--- config.mk ---
export PLATFORM = sky130hd
export DESIGN_NAME = ppc_regs
export DESIGN_NICKNAME = d
export VERILOG_FILES = /design/src/hdl/ppc_pkg.sv /design/src/hdl/ppc_regs.sv
export SDC_FILE = /design/constraint.sdc
export NUM_CORES = 1
export LEC_CHECK = 0
export BUFFER_PORTS_ARGS = -buffer_cell sky130_fd_sc_hd__buf_2
export CAP_MARGIN = 0
export CORE_UTILIZATION = 35
export CTS_BUF_LIST = sky130_fd_sc_hd__clkbuf_4 sky130_fd_sc_hd__clkbuf_8
export CTS_CLUSTER_DIAMETER = 80
export DETAILED_ROUTE_END_ITERATION = 6
export GPL_TIMING_DRIVEN = 0
export PLACE_DENSITY = 0.74
export SLEW_MARGIN = 20
export SYNTH_ARGS = -nofsm -noshare
export SYNTH_HDL_FRONTEND = slang
export SYNTH_SLANG_ARGS = --single-unit
--- constraint.sdc ---
create_clock -name clk -period 1.05 [get_ports clk]
set_clock_uncertainty 0.1 [all_clocks]
set_input_delay 0.105 -clock clk [delete_from_list [all_inputs] [get_ports clk]]
set_output_delay 0.105 -clock clk [all_outputs]
set_load 0.03 [all_outputs]
--- src/hdl/ppc_pkg.sv ---
// ----------------------------------------------------------------------------
// Priority pixel compositor package
// Shared widths, register codes, operation codes and the grid size type.
// ----------------------------------------------------------------------------
package ppc_pkg;

  localparam int MAX_DIM_DEF      = 256;
  localparam int OPACITY_BITS_DEF = 16;

  localparam int COORD_W = 16;
  localparam int ELEM_W  = 8;
  localparam int SUM_W   = 18;   // two 16-bit signed terms plus an 8-bit unsigned one
  localparam int VALUE_W = 31;
  localparam int OPIN_W  = 16;
  localparam int CFG_W   = 9;
  localparam int APB_W   = 32;
  localparam int PADDR_W = 3;

  localparam logic [CFG_W-1:0] GRID_RESET = 9'd256;

  // Register index as decoded from the word address.
  localparam logic REG_GRID_ROWS = 1'b0;
  localparam logic REG_GRID_COLS = 1'b1;

  localparam logic OP_DRAW = 1'b0;
  localparam logic OP_READ = 1'b1;

  typedef struct packed {
    logic [CFG_W-1:0] rows;
    logic [CFG_W-1:0] cols;
  } grid_cfg_t;

endpackage

--- src/hdl/ppc_regs.sv ---
// ----------------------------------------------------------------------------
// Priority pixel compositor configuration registers
// APB-style slave holding the grid row and column counts.
// ----------------------------------------------------------------------------
module ppc_regs (
  input  logic                       clk,
  input  logic                       rst,
  input  logic                       psel,
  input  logic                       penable,
  input  logic                       pwrite,
  input  logic [ppc_pkg::PADDR_W-1:0] paddr,
  input  logic [ppc_pkg::APB_W-1:0]   pwdata,
  output logic [ppc_pkg::APB_W-1:0]   prdata,
  output logic                       pready,
  output ppc_pkg::grid_cfg_t          cfg
);
  import ppc_pkg::*;

  logic wr_en;
  logic reg_sel;

  assign pready  = 1'b1;
  assign reg_sel = paddr[2];
  assign wr_en   = psel && penable && pwrite && pready;

  always_ff @(posedge clk) begin
    if (rst) begin
      cfg.rows <= GRID_RESET;
      cfg.cols <= GRID_RESET;
    end else if (wr_en) begin
      case (reg_sel)
        REG_GRID_ROWS: cfg.rows <= pwdata[CFG_W-1:0];
        REG_GRID_COLS: cfg.cols <= pwdata[CFG_W-1:0];
        default: ;
      endcase
    end
  end

  always_comb begin
    case (reg_sel)
      REG_GRID_ROWS: prdata = {{(APB_W-CFG_W){1'b0}}, cfg.rows};
      REG_GRID_COLS: prdata = {{(APB_W-CFG_W){1'b0}}, cfg.cols};
      default:       prdata = '0;
    endcase
  end

endmodule

# Word level (Yosys, flattened, before mapping)
# Index checks and enable logic that the tools add are counted.
word_totals:
  ramBits: 0
  latch_bits: 0
  register_bits: 18
  wordCells: 8
  mem_bits_ro: 0
  inputBits: 40
  memories: 0
classes:
  n_bitwise: 1
  n_eq_ne: 0
  shifts: 0
  magnitude_cmp: 0
  n_mux: 1
  n_reduce_logical: 4
  multipliers: 0
  add_sub_neg: 0
  div: 0
op_table:
  columns: ["operator", "count"]
  rows:
  - ["$pmux W32 S2", 1]
  - ["$reduce_and A2 Y1", 2]
  - ["$logic_and A1 B1 Y1", 2]
  - ["$not A1 Y1", 1]

# Logic depth before layout (Yosys ltp)
logic_depth:
  depth_word: 3
  mapped_depth: 3

# Worst setup path before layout
# Ideal clock, no wire load.
synth_timing:
  path_kind: "reg-to-output"
  start: "register cfg[0] (netlist bit)"
  end: "output prdata[0] (netlist bit)"
  n_path_buf: 0
  path_stages_with_launch: 2
  path_slack_ps: 31
  t_required_ps: 845
  arrival_time_ps: 814
  path_cell_list: "dfxtp_1 -> mux2_2"
synth_via:
  elab_chain_cells: 1
synth_rtl:
  columns: ["item", "line_no", "rtl"]
  rows:
  - ["start, declared", "ppc_regs.sv:15", "output ppc_pkg::grid_cfg_t cfg"]
  - ["$pmux W32 S2", "ppc_regs.sv:40", "case (reg_sel)"]
  - ["end, declared", "ppc_regs.sv:13", "output logic [ppc_pkg::APB_W-1:0] prdata,"]
# No other way between the ends. The select of a mux whose other input is x is not followed.

# Final worst setup path
layout_timing:
  start: "register cfg[7] (netlist bit)"
  end: "output prdata[7] (netlist bit)"
# The elaborated chain is that of the path after synthesis.

==> results.md <==
- The routed metal-1 wirelength is approximately 1100 µm.
- The average wire per cell in the routed design is 12.84 µm.
- The tool flagged a number of max-cap violations equal to 0.
- Entering global routing, the biggest net connects 11 pins.
- The period utilization is 1.206.
- The slowest cell on the critical path is dfxtp_2.
- The minimum hold slack is 0.1020 ns.
- The via count of the first global-routing pass came to 976.
- The run finished, with violations left.
- Clock-pin slew was measured on the worst setup and hold paths at 0.11 ns.
- The library cell used most frequently in the layout, excluding fill and tap cells, is buf_6.
- Of all nets on the critical path, the largest fanout is 3.
- The initial antenna violation count is 0.
- The post-synthesis to final-layout area growth is 80.83%.
- In this run the worst setup path begins at cfg[7].
- Derived from the worst setup path, the maximum achievable clock frequency is 789.7 MHz.
- The total power per unit cell area is ~840 nW/µm².
- The number of distinct library cell variants in the gate-level netlist after synthesis is 13.
- The worst setup path category is register to primary output.
- In this run the critical register-to-register path is launched from cfg[8].
- The number of buffers on the longest clock path is 2.
- The first detailed-routing pass took 6 iterations.
- Counting tap cells, the placed design contains a total of 201 instances.
- The maximum VDD drop is 685.5 µV.
- In the routed layout, each cell is associated on average with a via count of roughly 4.3.
- Subtracting the final worst setup slack from the clock period gives 1.266 ns.
- The clock insertion delay at the later pin of the skew report is around 0.3 ns.
- Setup violations remaining at the end of the flow were counted as 26.
- The checks that failed: design-rule violations, negative setup slack.
- The met2 wire length is 1752 µm.
- TritonCTS built the clock tree.
- After the first detailed-routing iteration, the DRC count stood at 17.
- The number of clock buffers inserted by TritonCTS is 3.
- The max-slew violation count is 0.
- The die covers approximately 3300 µm².
- The residual antenna-violating net count after detailed routing is 0.
- The first-pass GRT wire length is 4498 µm.
- Summing every instance area after synthesis gives approximately 1100 µm².
- The half-perimeter wire length after detailed placement is 1734 µm.
- The setup slack of the most critical reg-to-reg path is 0.09 ns.
- The post-layout worst setup margin is -0.2163 ns.
- The tree is rooted in a clkbuf_4.
- Data on the critical path is required at its endpoint by 0.84 ns.
- The overall routed net length is 3044 µm.
- Following the worst setup path forward leads to its endpoint at prdata[7].
- The number of levels in the clock H-tree is 1.
- At the end of the flow, the number of nets in the layout was around 250.
- Setup repair after global routing could not meet its margin everywhere.
- The post-synthesis instance total is around 110.
- The met3 wire length is 161 µm.
- Of the post-synthesis cell area, the dominant cell type holds 0.3326.
- The capturing element type of the critical path is a primary output.
- Of the cells placed in the final design, the portion with a size suffix greater than 1 is 0.6019.
- STA classifies the critical path startpoint as a register.
- The leakage power is 1.029 nW.
- The min-delay analysis places its worst path in the category input port to register.
- The number of warning messages in the yosys log is 0.
- The number of antenna diodes is 0.
- Measured along the x axis, the die boundary spans between 50 and 60 µm.
- The uppermost layer routed is met4.
- The global-route usage over all layers is 0.1818.
- The endpoint identified for the worst register-to-register timing path is cfg[8].
- The largest registers in the layout are cfg (18).
- The number of cells on the worst reg-to-reg path is 4.
- The starting density of the core is 0.3798.
- The count of port buffers added during placement is about 40.
- The via total after detailed routing is a little over 1,000.
- The floorplan step defined a core boundary enclosing 2853 µm².
- The routability congestion estimate is 0.6362.
- The register with the most flip-flops in the layout has 18 of them.
- Once layout is complete, the cells apart from fillers number 237.
- The worst hold path was traced through 3 stages.
- The post-synthesis average cell area is slightly above 10 µm².
- The floorplan has 19 rows.
- The register with the highest flop count is cfg.
- The library cell with the largest summed area after synthesis is dfxtp_1.
- Global routing finished with a remaining overflow of 0.
- The total number of clock tree sinks is 18.
- The top cell types in the final layout, fill and taps aside, are 42 x buf_6, 33 x buf_4, 24 x nand2b_1, 24 x conb_1.
- The number of endpoints with negative hold slack in the final report is 0.
- 91 I/O pins were placed.
- After synthesis the netlist holds a flip-flop and latch count of 18.
- The share of the Yosys chip area taken by registers is 0.3326.
- The signal on the critical path passes through mux2_2, buf_6.
- Data arrives at the worst endpoint at 1.06 ns.
- For this run, design rule violations remaining after detail routing come to 4.
- In this design, the stage delay of the slowest critical-path cell is 0.35 ns.
- The die is approximately 58 µm tall.
- The startpoint of the worst hold path is penable.
- Sorting the synthesized cells by area gives the leading types as dfxtp_1 33%, buf_4 17%, mux2i_1 17%.
==> kinds of logic after synthesis <==
logic type | share of synthesized area
buffers and inverters | 0.2009
DFF | 0.3326
and+or+nand+nor | 0.1998
other | 0.006931
muxes | 0.2598
==> routing by layer <==
layer  track usage  vias up
met5             0        -
met4       0.03484        0
li1              -      502
met3       0.05134        2
met1        0.1838      463
met2        0.3654       43
==> synthesized netlist by cell type (all sizes together) <==
cell    number
conb         2
mux2i       18
nand4        1
nand2b      24
dfxtp       18
buf         27
clkbuf       2
mux2         9
nand4b       1
and4         1
nor2         3
and4b        1
==> critical path: cells and delay by family (launching register included) <==
family | cells | cell delay [ns]
muxes | 1 | 0.28
DFF | 1 | 0.35
buffers and inverters | 1 | 0.14
==> area by class of cell <==
type,instances,area (µm²)
tap,31,38.79
fill,228,893.4
clock buffer,4,36.28
timing repair buffer,73,680.7
sequential,18,382.9
multi-input combinational,82,603.1
buffer,29,217.7
==> stage by stage <==
step | setup WS, ns | util | instance area [µm²] | setup TNS, ns | power (mW)
CTS | -0.2146 | 0.6658 | 1899 | -2.391 | 1.634
floorplan | 0.03054 | - | 1166 | 0 | 1.036
finish | -0.2163 | 0.6868 | 1959 | -2.365 | 1.646
detailed placement | -0.1061 | 0.4943 | 1410 | -0.9789 | 1.114
global placement | -0.09054 | 0.4943 | 1410 | -0.7576 | 1.107
global route | -0.2516 | 0.6868 | 1959 | -3.190 | 1.712
==> how the worst min path moves through the flow <==
stage | endpoint | slack, ns
after floorplan | cfg[8] | 0.18
after global placement | cfg[8] | 0.27
after detailed placement | cfg[8] | 0.27
after CTS | cfg[1] | 0.10
after global routing | cfg[16] | 0.12
final | cfg[1] | 0.10
==> what timing repair did <==
action / 4_1_cts / 5_1_grt
setup buffers: 16 / 14
endpoints found under the hold margin: 18 / 0
pin swaps: 0 / 0
gates resized for setup: 85 / 9
setup endpoints to repair: 27 / 27
hold buffers: 9 / 0
==> power by group <==
| part | switching, mW | internal (mW) | leakage (nW) |
|---|---|---|---|
| logic | 0.267 | 0.228 | 0.855 |
| clock network | 0.228 | 0.212 | 0.0210 |
| registers | 0.0121 | 0.700 | 0.153 |
(Power assumes the default switching activity.)
