<file path="config.mk">
export PLATFORM = sky130hd
export DESIGN_NAME = ppc_engine
export DESIGN_NICKNAME = d
export VERILOG_FILES = /design/src/hdl/ppc_pkg.sv /design/src/hdl/ppc_engine.sv
export SDC_FILE = /design/constraint.sdc
export NUM_CORES = 1
export LEC_CHECK = 0
export BUFFER_PORTS_ARGS = -buffer_cell sky130_fd_sc_hd__buf_4
export CAP_MARGIN = 10
export CORE_UTILIZATION = 54
export CTS_BUF_LIST = sky130_fd_sc_hd__clkbuf_8 sky130_fd_sc_hd__clkbuf_16
export DETAILED_ROUTE_END_ITERATION = 8
export PLACE_DENSITY = 0.82
export SLEW_MARGIN = 20
export SYNTH_ARGS = -nofsm -noshare
export SYNTH_HDL_FRONTEND = slang
export SYNTH_SLANG_ARGS = --single-unit
</file>
<file path="constraint.sdc">
create_clock -name clk -period 8.58 [get_ports clk]
set_input_delay 1.287 -clock clk [delete_from_list [all_inputs] [get_ports clk]]
set_output_delay 1.287 -clock clk [all_outputs]
set_load 0.01 [all_outputs]
</file>
<file path="src/hdl/ppc_pkg.sv">
// ----------------------------------------------------------------------------
// Priority pixel compositor package
// Shared widths, register codes, operation codes and the grid size type.
// ----------------------------------------------------------------------------
package ppc_pkg;

  localparam int MAX_DIM_DEF      = 256;
  localparam int OPACITY_BITS_DEF = 16;

  localparam int COORD_W = 16;
  localparam int ELEM_W  = 8;
  localparam int SUM_W   = 18;   // two 16-bit signed terms plus an 8-bit unsigned one
  localparam int VALUE_W = 31;
  localparam int OPIN_W  = 16;
  localparam int CFG_W   = 9;
  localparam int APB_W   = 32;
  localparam int PADDR_W = 3;

  localparam logic [CFG_W-1:0] GRID_RESET = 9'd256;

  // Register index as decoded from the word address.
  localparam logic REG_GRID_ROWS = 1'b0;
  localparam logic REG_GRID_COLS = 1'b1;

  localparam logic OP_DRAW = 1'b0;
  localparam logic OP_READ = 1'b1;

  typedef struct packed {
    logic [CFG_W-1:0] rows;
    logic [CFG_W-1:0] cols;
  } grid_cfg_t;

endpackage

</file>
<file path="src/hdl/ppc_engine.sv">
// ----------------------------------------------------------------------------
// Priority pixel compositor engine
// Cell address generation, clipping and the read-compare-write sequence.
// ----------------------------------------------------------------------------
module ppc_engine #(
  parameter int MAX_DIM      = ppc_pkg::MAX_DIM_DEF,
  parameter int OPACITY_BITS = ppc_pkg::OPACITY_BITS_DEF,
  parameter int ADDR_W       = 16,
  parameter int DATA_W       = 47
) (
  input  logic                               clk,
  input  logic                               rst,
  input  ppc_pkg::grid_cfg_t                  cfg,
  input  logic                               start,
  output logic                               busy,
  input  logic                               op,
  input  logic signed [ppc_pkg::COORD_W-1:0]  origin_row,
  input  logic signed [ppc_pkg::COORD_W-1:0]  origin_col,
  input  logic signed [ppc_pkg::COORD_W-1:0]  shift_row,
  input  logic signed [ppc_pkg::COORD_W-1:0]  shift_col,
  input  logic [ppc_pkg::ELEM_W-1:0]          elem_row,
  input  logic [ppc_pkg::ELEM_W-1:0]          elem_col,
  input  logic [ppc_pkg::OPIN_W-1:0]          opacity,
  input  logic [ppc_pkg::VALUE_W-1:0]         pixel_value,
  output logic [ppc_pkg::VALUE_W-1:0]         cell_value,
  output logic                               clipped,
  output logic                               done,
  input  logic                               clearing,
  output logic                               mem_rd_en,
  output logic                               mem_wr_en,
  output logic [ADDR_W-1:0]                  mem_addr,
  output logic [DATA_W-1:0]                  mem_wr_data,
  input  logic [DATA_W-1:0]                  mem_rd_data
);
  import ppc_pkg::*;

  localparam int DW_RAW = $clog2(MAX_DIM + 1);
  localparam int DW     = (DW_RAW > CFG_W) ? DW_RAW : CFG_W;
  localparam int IDX_W  = (MAX_DIM > 1) ? $clog2(MAX_DIM) : 1;
  localparam int LIN_W  = IDX_W + DW;

  typedef enum logic [2:0] {
    ST_IDLE,
    ST_CHECK,
    ST_ADDR,
    ST_READ,
    ST_WB
  } state_t;

  state_t                   state;
  logic                     is_read;
  logic signed [SUM_W-1:0]  row_sum;
  logic signed [SUM_W-1:0]  col_sum;
  logic signed [SUM_W-1:0]  row_next;
  logic signed [SUM_W-1:0]  col_next;
  logic signed [SUM_W-1:0]  o_row, o_col, s_row, s_col, e_row, e_col;
  logic [OPACITY_BITS-1:0]  opac;
  logic [VALUE_W-1:0]       pix;
  logic [DW-1:0]            rows_eff;
  logic [DW-1:0]            cols_eff;
  logic [DW-1:0]            cols;
  logic                     in_grid;
  logic [LIN_W-1:0]         prod;
  logic [LIN_W-1:0]         lin;
  logic [ADDR_W-1:0]        addr;
  logic [DATA_W-1:0]        new_key;
  logic                     accept;

  assign accept = start && !busy;
  assign busy   = (state != ST_IDLE) || clearing;

  assign o_row = SUM_W'(origin_row);
  assign o_col = SUM_W'(origin_col);
  assign s_row = SUM_W'(shift_row);
  assign s_col = SUM_W'(shift_col);
  assign e_row = $signed({{(SUM_W-ELEM_W){1'b0}}, elem_row});
  assign e_col = $signed({{(SUM_W-ELEM_W){1'b0}}, elem_col});
  assign row_next = o_row + s_row + e_row;
  assign col_next = o_col + s_col + e_col;

  // A size above the store's dimension is treated as the full dimension.
  assign rows_eff = (DW'(cfg.rows) > DW'(MAX_DIM)) ? DW'(MAX_DIM) : DW'(cfg.rows);
  assign cols_eff = (DW'(cfg.cols) > DW'(MAX_DIM)) ? DW'(MAX_DIM) : DW'(cfg.cols);

  assign in_grid = !row_sum[SUM_W-1] && !col_sum[SUM_W-1] &&
                   ($unsigned(row_sum) < SUM_W'(rows_eff)) &&
                   ($unsigned(col_sum) < SUM_W'(cols_eff));

  assign prod = LIN_W'(row_sum[IDX_W-1:0]) * LIN_W'(cols);
  assign lin  = prod + {{DW{1'b0}}, col_sum[IDX_W-1:0]};

  assign new_key     = {opac, pix};
  assign mem_addr    = addr;
  assign mem_wr_data = new_key;
  assign mem_rd_en   = (state == ST_READ);
  assign mem_wr_en   = (state == ST_WB) && !is_read && (new_key > mem_rd_data);

  always_ff @(posedge clk) begin
    if (rst) begin
      state <= ST_IDLE;
      done  <= 1'b0;
    end else begin
      done <= 1'b0;
      case (state)
        ST_IDLE: begin
          if (accept) begin
            is_read <= (op == OP_READ);
            row_sum <= row_next;
            col_sum <= col_next;
            opac    <= OPACITY_BITS'(opacity);
            pix     <= pixel_value;
            state   <= ST_CHECK;
          end
        end
        ST_CHECK: begin
          cols <= cols_eff;
          if (in_grid) begin
            state <= ST_ADDR;
          end else begin
            done       <= 1'b1;
            clipped    <= 1'b1;
            cell_value <= '0;
            state      <= ST_IDLE;
          end
        end
        ST_ADDR: begin
          addr  <= lin[ADDR_W-1:0];
          state <= ST_READ;
        end
        ST_READ: begin
          state <= ST_WB;
        end
        ST_WB: begin
          done       <= 1'b1;
          clipped    <= 1'b0;
          cell_value <= is_read ? mem_rd_data[VALUE_W-1:0] : '0;
          state      <= ST_IDLE;
        end
        default: begin
          state <= ST_IDLE;
        end
      endcase
    end
  end

endmodule

</file>
; ---- Yosys cells after proc, flatten, opt, wreduce, memory -nomap -nowiden
; Cells that the tools add are included.
[totals]
register_bits = 145
inputBits = 197
output_inout_bits = 99
word_cells = 59
[op_classes]
add_sub_neg = 5
multipliers = 1
magnitude_cmp = 5
n_eq_ne = 6
n_mux = 12
bitwise = 1
reduce_logical = 18
[ops]
columns = op, count
row1 = two-way mux 31 bit, 2
row2 = case mux 31 bit (2 select lines), 1
row3 = > comparator 47 bit, 1
row4 = adder 17 x 9 -> 18 bit, 2
row5 = less-than comparator 18 x 9 -> 1 bit, 2
row6 = adder 16 x 16 -> 17 bit, 2
row7 = > comparator 9 bit (second input constant), 2
row8 = two-way mux 9 bit, 2
row9 = adder 16 x 8 -> 16 bit, 1
row10 = multiplier 8 x 9 -> 16 bit, 1
row11 = case mux 3 bit (4 select lines), 1
row12 = equality test 3 x 2 -> 1 bit (second input constant), 2
row13 = logical AND 1 bit, 6
row14 = AND reduction 3 bit, 2
row15 = logical NOT 1 bit, 4
row16 = != test 2 bit (second input constant), 2
row17 = case mux 1 bit (2 select lines), 2
row18 = AND reduction 2 bit, 2
row19 = equality test 3 x 1 -> 1 bit (second input constant), 1
row20 = equality test 3 bit (second input constant), 1
row21 = logical NOT 3 bit, 1
row22 = two-way mux 3 bit, 1
row23 = nonzero test 3 bit, 1
row24 = two-way mux 1 bit, 2
row25 = other kinds (4), 4

; ---- Depth between registers and ports, before layout
; Gate-level depths: netlist of the first run.
[logic_depth]
ltp_word = 7
depth_mapped = 18
ltp_nobuf = 17

; ---- Worst setup path before layout of the first run
; OpenSTA, ideal clock, no wires.
[synth_timing]
path_kind = input to register
from = in clearing
to = reg addr[0] (netlist: mem_addr[0]) (enable)
setup_time_ns = 0.389
arrival_ns = 6.368
t_required_ns = 8.191
slack_ns = 1.823
stages = 4
path_buffers = 0
path_cell_list = or4_4 nor3b_2 o21bai_1 nor2_1
[synth_rtl]
columns = element, line
row1 = start: declaration, ppc_engine.sv:28  ; input logic clearing,
row2 = end signal: assignment, ppc_engine.sv:127  ; addr <= lin[ADDR_W-1:0];
row3 = end: declaration, ppc_engine.sv:65  ; logic [ADDR_W-1:0] addr;

; ---- Final worst setup path of the first run
[layout_timing]
from = reg row_sum[1]
to = reg addr[15] (netlist: mem_addr[15]) (data pin)
[layout_between]
elab_chain_cells = 2
[layout_lines]
columns = element, line
row1 = start: declaration, ppc_engine.sv:52  ; logic signed [SUM_W-1:0] row_sum;
row2 = start signal: assignment, ppc_engine.sv:108  ; row_sum <= row_next;
row3 = multiplier 8 x 9 -> 16 bit, ppc_engine.sv:89  ; assign prod = LIN_W'(row_sum[IDX_W-1:0]) * LIN_W'(cols);
row4 = adder 16 x 8 -> 16 bit, ppc_engine.sv:90  ; assign lin = prod + {{DW{1'b0}}, col_sum[IDX_W-1:0]};
row5 = via lin[15], ppc_engine.sv:64  ; logic [LIN_W-1:0] lin;
; The timed path passes the listed nets, and every way through them passes these cells.
; A chain may end at the register's enable or synchronous reset.

==> impl_metrics.toml, run 1 <==
[outcome]
status = "completed"

[placement]
io_buffers = 295
dpl-instance-area_um2 = 13360
place.gp.congestion = 0.8905
dp_hpwl_um = 21780

[clocking]
post_cts_resized = 0
numCtsBuffers = 17
cts_sinks = 145
cts-hold-fix-buffers = 0
clkLatencyLatePin_ps = 420
cts_max_level = 4
cts.path.max_buffers = 2
cts_setup_buffers = 0
clkTransAtPathRegs_ps = 70
cts_tree = "done"
clock-root-buffer = "clkbuf_16"

[worst_hold_path]
hp-class = "reg -> reg"

[power]
powerDensity_nw_per_um2 = 179.0
comb_power_share_pct = 36.0
p_seq_share_pct = 35.0
intPower_mw = 1.684
switchingPower_uw = 810.2
clkPwrFrac_pct = 29.1
leakage_nw = 6.627
switching_share_pct = 32.49
peakVddDrop_v = 0.0001572

[final_layout]
diodes = 0
nNetsFinal = 1688
area_delta_synth_final_pct = 29.08
final_area_um2 = 13940
final_core_util_pct = 71.37
drive_gt1_share_pct = 27.21

[global_route]
antenna_found_initial = 0
grt_use_total_pct = 25.97
grt_pass1_vias = 8016
grt_max_degree = 47
grt_first_pass_wirelength_um = 40070
grt-ovfl-total = 0

[logic_synthesis]
synth.top_cells.by_count = "inv_1 (165), ha_1 (147), edfxtp_1 (141)"
netlist_area_um2 = 10800
synthArstFlopShare_pct = 0
syn_nets = 1376
yosys.area.top_type = "edfxtp_1"
synth-edff-count = 141
synth_warnings = 0
synth_cell_types = 62
synth.yosys.seq_area_share_pct = 39.96
yosys.cell_count.top_type = "inv_1"
synth_top_area_share_pct = 39.22
syn_avg_cell_area_um2 = 11.19
ys.flop_type = "edfxtp_1"
syn_inst = 965
yosys_register_bits = 145
synth_area_leaders = "edfxtp_1 (39%), ha_1 (17%), fa_1 (12%), inv_1 (5.7%), and2_1 (4.2%)"

[job]
cap_violations = 0

[floorplanning]
die_x_um = 143.4
die-height_um = 143.4
start_util_pct = 55.29
dieArea_um2 = 20560
io_pins = 296
core_um2 = 19530
rows = 51

[sta]
clock_skew_ps = 11.90
post-route-period-util_pct = 54.54
fin_crit_ps = 4680
drv_slew = 0
clock.fmax_ghz = 0.2137
setup_viol = 0
hold_ws_ps = 525.0
hold_viol = 0
tns_ps = 0
slew_headroom_pct = 33.54
rsz0062_at_grt = "false"
tightest_slew_ps = 996.9

[worst_setup_path]
worstPathMaxFanout = 10
cp.required_ps = 8740
setup.worst_path.class = "reg -> reg"
cp-start-kind = "flip-flop"
arrival_ps = 4840
cp-end-kind = "flip-flop"

[drt]
drc = 0
via_per_inst = 5.167
drtIter0Drc = 309
wl_per_cell_um = 16.92
first_pass_iters = 4
vias = 8034
antenna_left = 0
wl_um = 26310
==> placed cells by master, fill, tap and decap left out, types with 3 or more instances in the layout <==
| cell type | Yosys | final |
|---|---|---|
| buf_4 | 0 | 300 |
| inv_1 | 165 | 165 |
| ha_1 | 147 | 147 |
| edfxtp_1 | 141 | 141 |
| and2_1 | 73 | 73 |
| fa_1 | 67 | 67 |
| nand2_1 | 65 | 65 |
| nor2_1 | 39 | 39 |
| a21oi_1 | 35 | 35 |
| xnor2_1 | 33 | 33 |
| o21ai_0 | 23 | 23 |
| a21o_1 | 21 | 21 |
| clkbuf_16 | 0 | 17 |
| nor2b_1 | 12 | 12 |
| nor3_1 | 12 | 12 |
| nand4_1 | 12 | 12 |
| nand3_1 | 9 | 9 |
| nor4_1 | 8 | 8 |
| o21a_1 | 8 | 8 |
| o211ai_1 | 7 | 7 |
| nand2b_1 | 6 | 6 |
| inv_6 | 0 | 6 |
| a211oi_1 | 5 | 5 |
| a21oi_2 | 4 | 4 |
| and3_1 | 4 | 4 |
| a21boi_0 | 4 | 4 |
| dfxtp_1 | 4 | 4 |
| xor2_1 | 3 | 3 |
| o31ai_1 | 3 | 3 |
| o21ai_1 | 3 | 3 |
| o21ai_2 | 3 | 3 |
| clkinvlp_4 | 0 | 3 |
==> critical path, cell delays in order, from the launching register on <==
cell and delay (ps):
edfxtp_1 550, nand2_1 130, fa_1 490, fa_1 510, inv_1 40, ha_1 270
inv_1 50, fa_1 520, inv_1 60, fa_1 480, a21oi_2 190, o21ai_1 150
nor4_1 210, nor3_1 130, a211oi_1 340, a21oi_1 140, xnor2_1 150
==> sequential cells by signal, summed over array words and instances, names as in the netlist <==
signal	flops
cell_value	31
clipped	1
col_sum	18
cols	9
done	1
is_read	1
mem_addr	16
opac	16
pix	31
row_sum	18
state	3
==> path summary, 6_finish.rpt <==
kind | from | end | slack, ps | depth (start not counted)
setup / recovery | row_sum[1] | mem_addr[15] | 3900 | 16
hold / removal | state[0] | state[0] | 530 | 1
setup reg to reg | row_sum[1] | mem_addr[15] | 3900 | 16
hold reg to reg | state[0] | state[0] | 530 | 1
==> power by group through the flow <==
stage	logic [mW]	registers [mW]	clock network [mW]
after floorplan	0.640	0.886	0
after detailed placement	0.898	0.887	0
final	0.897	0.872	0.725
after CTS	0.905	0.872	0.734
after global placement	0.860	0.885	0
after global routing	1.02	0.875	0.764
==> routing by layer <==
layer | up-vias | track usage, % | part of all wire (%)
li1 | 3936 | - | -
met1 | 3813 | 32.08 | 41
met2 | 246 | 44.61 | 50
met3 | 39 | 5.665 | 5.5
met4 | 0 | 9.462 | 2.8
met5 | - | 0 | 0
==> per-stage QoR <==
step / power (mW) / worst slack, ps / cells
after floorplan: 1.526 / 1823 / 965
after global placement: 1.745 / 4049 / 1523
after detailed placement: 1.784 / 3896 / 1523
after CTS: 2.510 / 3883 / 1555
after global routing: 2.659 / 3626 / 1555
final: 2.494 / 3900 / 1555
==> cell type report <==
type | count | area, µm²
Clock buffer | 17 | 425.4
Clock inverter | 15 | 146.4
Fill cell | 1459 | 5590
Inverter | 167 | 626.9
Multi-Input combinational cell | 646 | 5839
Sequential cell | 145 | 4314
Tap cell | 265 | 331.6
Timing Repair Buffer | 300 | 2252
==> logic make-up after synthesis <==
group	share of synthesized area (%)
buf+inv	6.072
simple gates	12.31
xor+xnor	2.920
fa+ha+maj	29.46
flops	39.96
compound gates	9.190
mux	0.09271
No activity file was read; power rests on OpenSTA's default activity.
==> inputs of run 2 (changes only) <==
Settings changed: ABC_AREA set to 1, CORE_UTILIZATION 54 to 49, PLACE_DENSITY 0.82 to 0.78.
Clock period 8.58 ns to 4.29 ns, I/O delays scaled along.
==> run 2 against run 1 <==
Hold slack worse by 150 ps. Sequential power up 97%. Flip-flop and latch count did not move. Critical path depth increased by 1. Register-to-register slack worse by 3800 ps. Combinational power increased by 110%. Count of clock-buffer cells in the layout stayed put. First-iteration DRC count is 59% higher. Area after synthesis up 3.4%. Die area grew 14%. Clock skew up 3.5 ps. Critical path type unchanged.
==> impl_metrics.toml, run 2 <==
[floorplanning]
dieArea_um2 = 23400
io_pins = 296
rows = 54
die-height_um = 153.0
core_um2 = 22090
die_x_um = 153.0
start_util_pct = 50.55

[logic_synthesis]
ys.flop_type = "edfxtp_1"
synth.yosys.seq_area_share_pct = 38.63
yosys_register_bits = 145
synth.top_cells.by_count = "inv_1 (252), nand2_1 (245), ha_1 (147)"
syn_nets = 1603
netlist_area_um2 = 11170
syn_inst = 1192
synth_warnings = 0
syn_avg_cell_area_um2 = 9.369
yosys.cell_count.top_type = "inv_1"
synth_area_leaders = "edfxtp_1 (38%), ha_1 (16%), fa_1 (12%), inv_1 (8.5%), nand2_1 (8.2%)"
synth-edff-count = 141
synth_top_area_share_pct = 37.91
synth_cell_types = 38
synthArstFlopShare_pct = 0
yosys.area.top_type = "edfxtp_1"

[drt]
wl_met1_um = 11600
via_per_inst = 4.963
drtIter0Drc = 491
drc = 0
wl_met3_um = 1099
top_layer_used = "met4"
vias = 8964
route.met2.wl_um = 13610
wl_per_cell_um = 14.96
wl_um = 27030
first_pass_iters = 5
antenna_left = 0

[worst_setup_path]
cp.required_ps = 4480
cp-end-kind = "flip-flop"
worstPathMaxFanout = 5
setup.worst_path.class = "reg -> reg"
reg2regPathDepth = 17
cp-start-kind = "flip-flop"
arrival_ps = 4350

[placement]
dp_hpwl_um = 21990
dpl-instance-area_um2 = 13750
place.gp.congestion = 0.9254
io_buffers = 295

[clocking]
cts_sinks = 145
numCtsBuffers = 17
cts_max_level = 4
clkTransAtPathRegs_ps = 80
cts.path.max_buffers = 2
cts_tree = "done"
clock-root-buffer = "clkbuf_16"
clkLatencyLatePin_ps = 430

[power]
clkPwrFrac_pct = 29.7
peakVddDrop_v = 0.0002486
intPower_mw = 3.316
p_seq_share_pct = 33.8
switchingPower_mw = 1.782
comb_power_share_pct = 36.5
p_total_mw = 5.098
leakage_nw = 7.540
switching_share_pct = 34.96
powerDensity_nw_per_um2 = 349.7

[final_layout]
final_area_um2 = 14580
nFillCells = 1770
final_cell_mix = "buf_4 (322), inv_1 (252), nand2_1 (240), ha_1 (143), edfxtp_1 (141)"
reg_top3 = "cell_value: 31 flops, pix: 31 flops"
final_common_cell = "buf_4"
drive_gt1_share_pct = 24.84
nNetsFinal = 1924
multi_input_area_um2 = 5909
regArea_um2 = 4314
area_delta_synth_final_pct = 30.55
diodes = 0

[global_route]
grt_first_pass_wirelength_um = 43480
antenna_found_initial = 0
grt-ovfl-total = 0
grt_max_degree = 52
grt_pass1_vias = 9053
grt_use_total_pct = 23.64

[job]
cap_violations = 0

[worst_hold_path]
hp-class = "in -> reg"
holdPathStages = 1

[sta]
tightest_slew_ps = 823.2
slew_headroom_pct = 44.92
post-route-period-util_pct = 96.92
clock.fmax_ghz = 0.2405
fin_crit_ps = 4158
setup_viol = 0
clock_skew_ps = 15.41
hold_viol = 0
drv_slew = 0

[outcome]
status = "completed"
==> run 2: worst paths after layout <==
kind | end | slack, ps | startpoint
min | opac[9] | 380 | opacity[9]
min reg2reg | state[0] | 490 | state[0]
max reg2reg | mem_addr[14] | 130 | row_sum[3]
max | mem_addr[14] | 130 | row_sum[3]
==> run 2: timing repair <==
| action | 4_1_cts | 5_1_grt |
|---|---|---|
| resized for setup | 0 | 16 |
| pin swaps | 0 | 10 |
| setup endpoints to repair | 2 | 4 |
| hold buffers | 0 | 0 |
| setup buffers | 5 | 13 |
==> run 2: power groups by stage <==
| stage | clock network, mW | logic [mW] | registers (mW) |
|---|---|---|---|
| after global routing | 1.60 | 2.10 | 1.73 |
| final | 1.51 | 1.86 | 1.72 |
| after CTS | 1.55 | 1.70 | 1.72 |
| after global placement | 0 | 1.63 | 1.76 |
| after floorplan | 0 | 1.20 | 1.75 |
| after detailed placement | 0 | 1.68 | 1.76 |
==> run 2: cell type report <==
type	count	area share, %
multi-input cells	772	40.53
flip-flops and latches	145	29.59
repair buffers	323	16.72
inverters	254	6.548
clock buffers	17	2.918
well taps	280	2.403
clock inverters	15	1.296
==> run 2: worst max-delay path: stages (launching register included) <==
cell      delay, ps
edfxtp_1        470
buf_4           190
nand2_1          60
inv_1            60
fa_1            510
fa_1            440
fa_1            560
inv_1            60
fa_1            530
inv_1            60
ha_4            290
nand2_2          60
nor2_2          110
nand2_1          90
nand2_2         110
nand2_2          70
o211ai_1        190
nand2_1          60
==> run 2: kinds of logic (layout without fill, tap and decap cells) <==
group,after synthesis,count (layout),share of synthesized area [%]
simple gates,407,407,14.77
buf+inv,275,609,9.287
fa+ha+maj,214,214,28.48
flops,145,145,38.63
compound gates,114,114,5.938
xor+xnor,37,37,2.902
==> run 2: per-layer routing <==
metal	vias up	track usage [%]
li1	4464	-
met1	4186	29.60
met2	266	41.48
met3	48	3.544
met4	0	8.562
met5	-	0
==> run 2: stage by stage <==
stage,util [%],std cells,TNS [ps],hold WS [ps],worst slack (ps)
6_report,65.99,1806,0,379.7,132.3
3_5_place_dp,62.23,1756,-22.97,483.8,-13.65
2_1_floorplan,-,1192,0,444.8,216.5
4_1_cts,65.18,1793,0,359.3,17.04
3_3_place_gp,62.23,1756,0,462.2,102.8
5_1_grt,65.99,1806,-16.11,355.3,-16.11
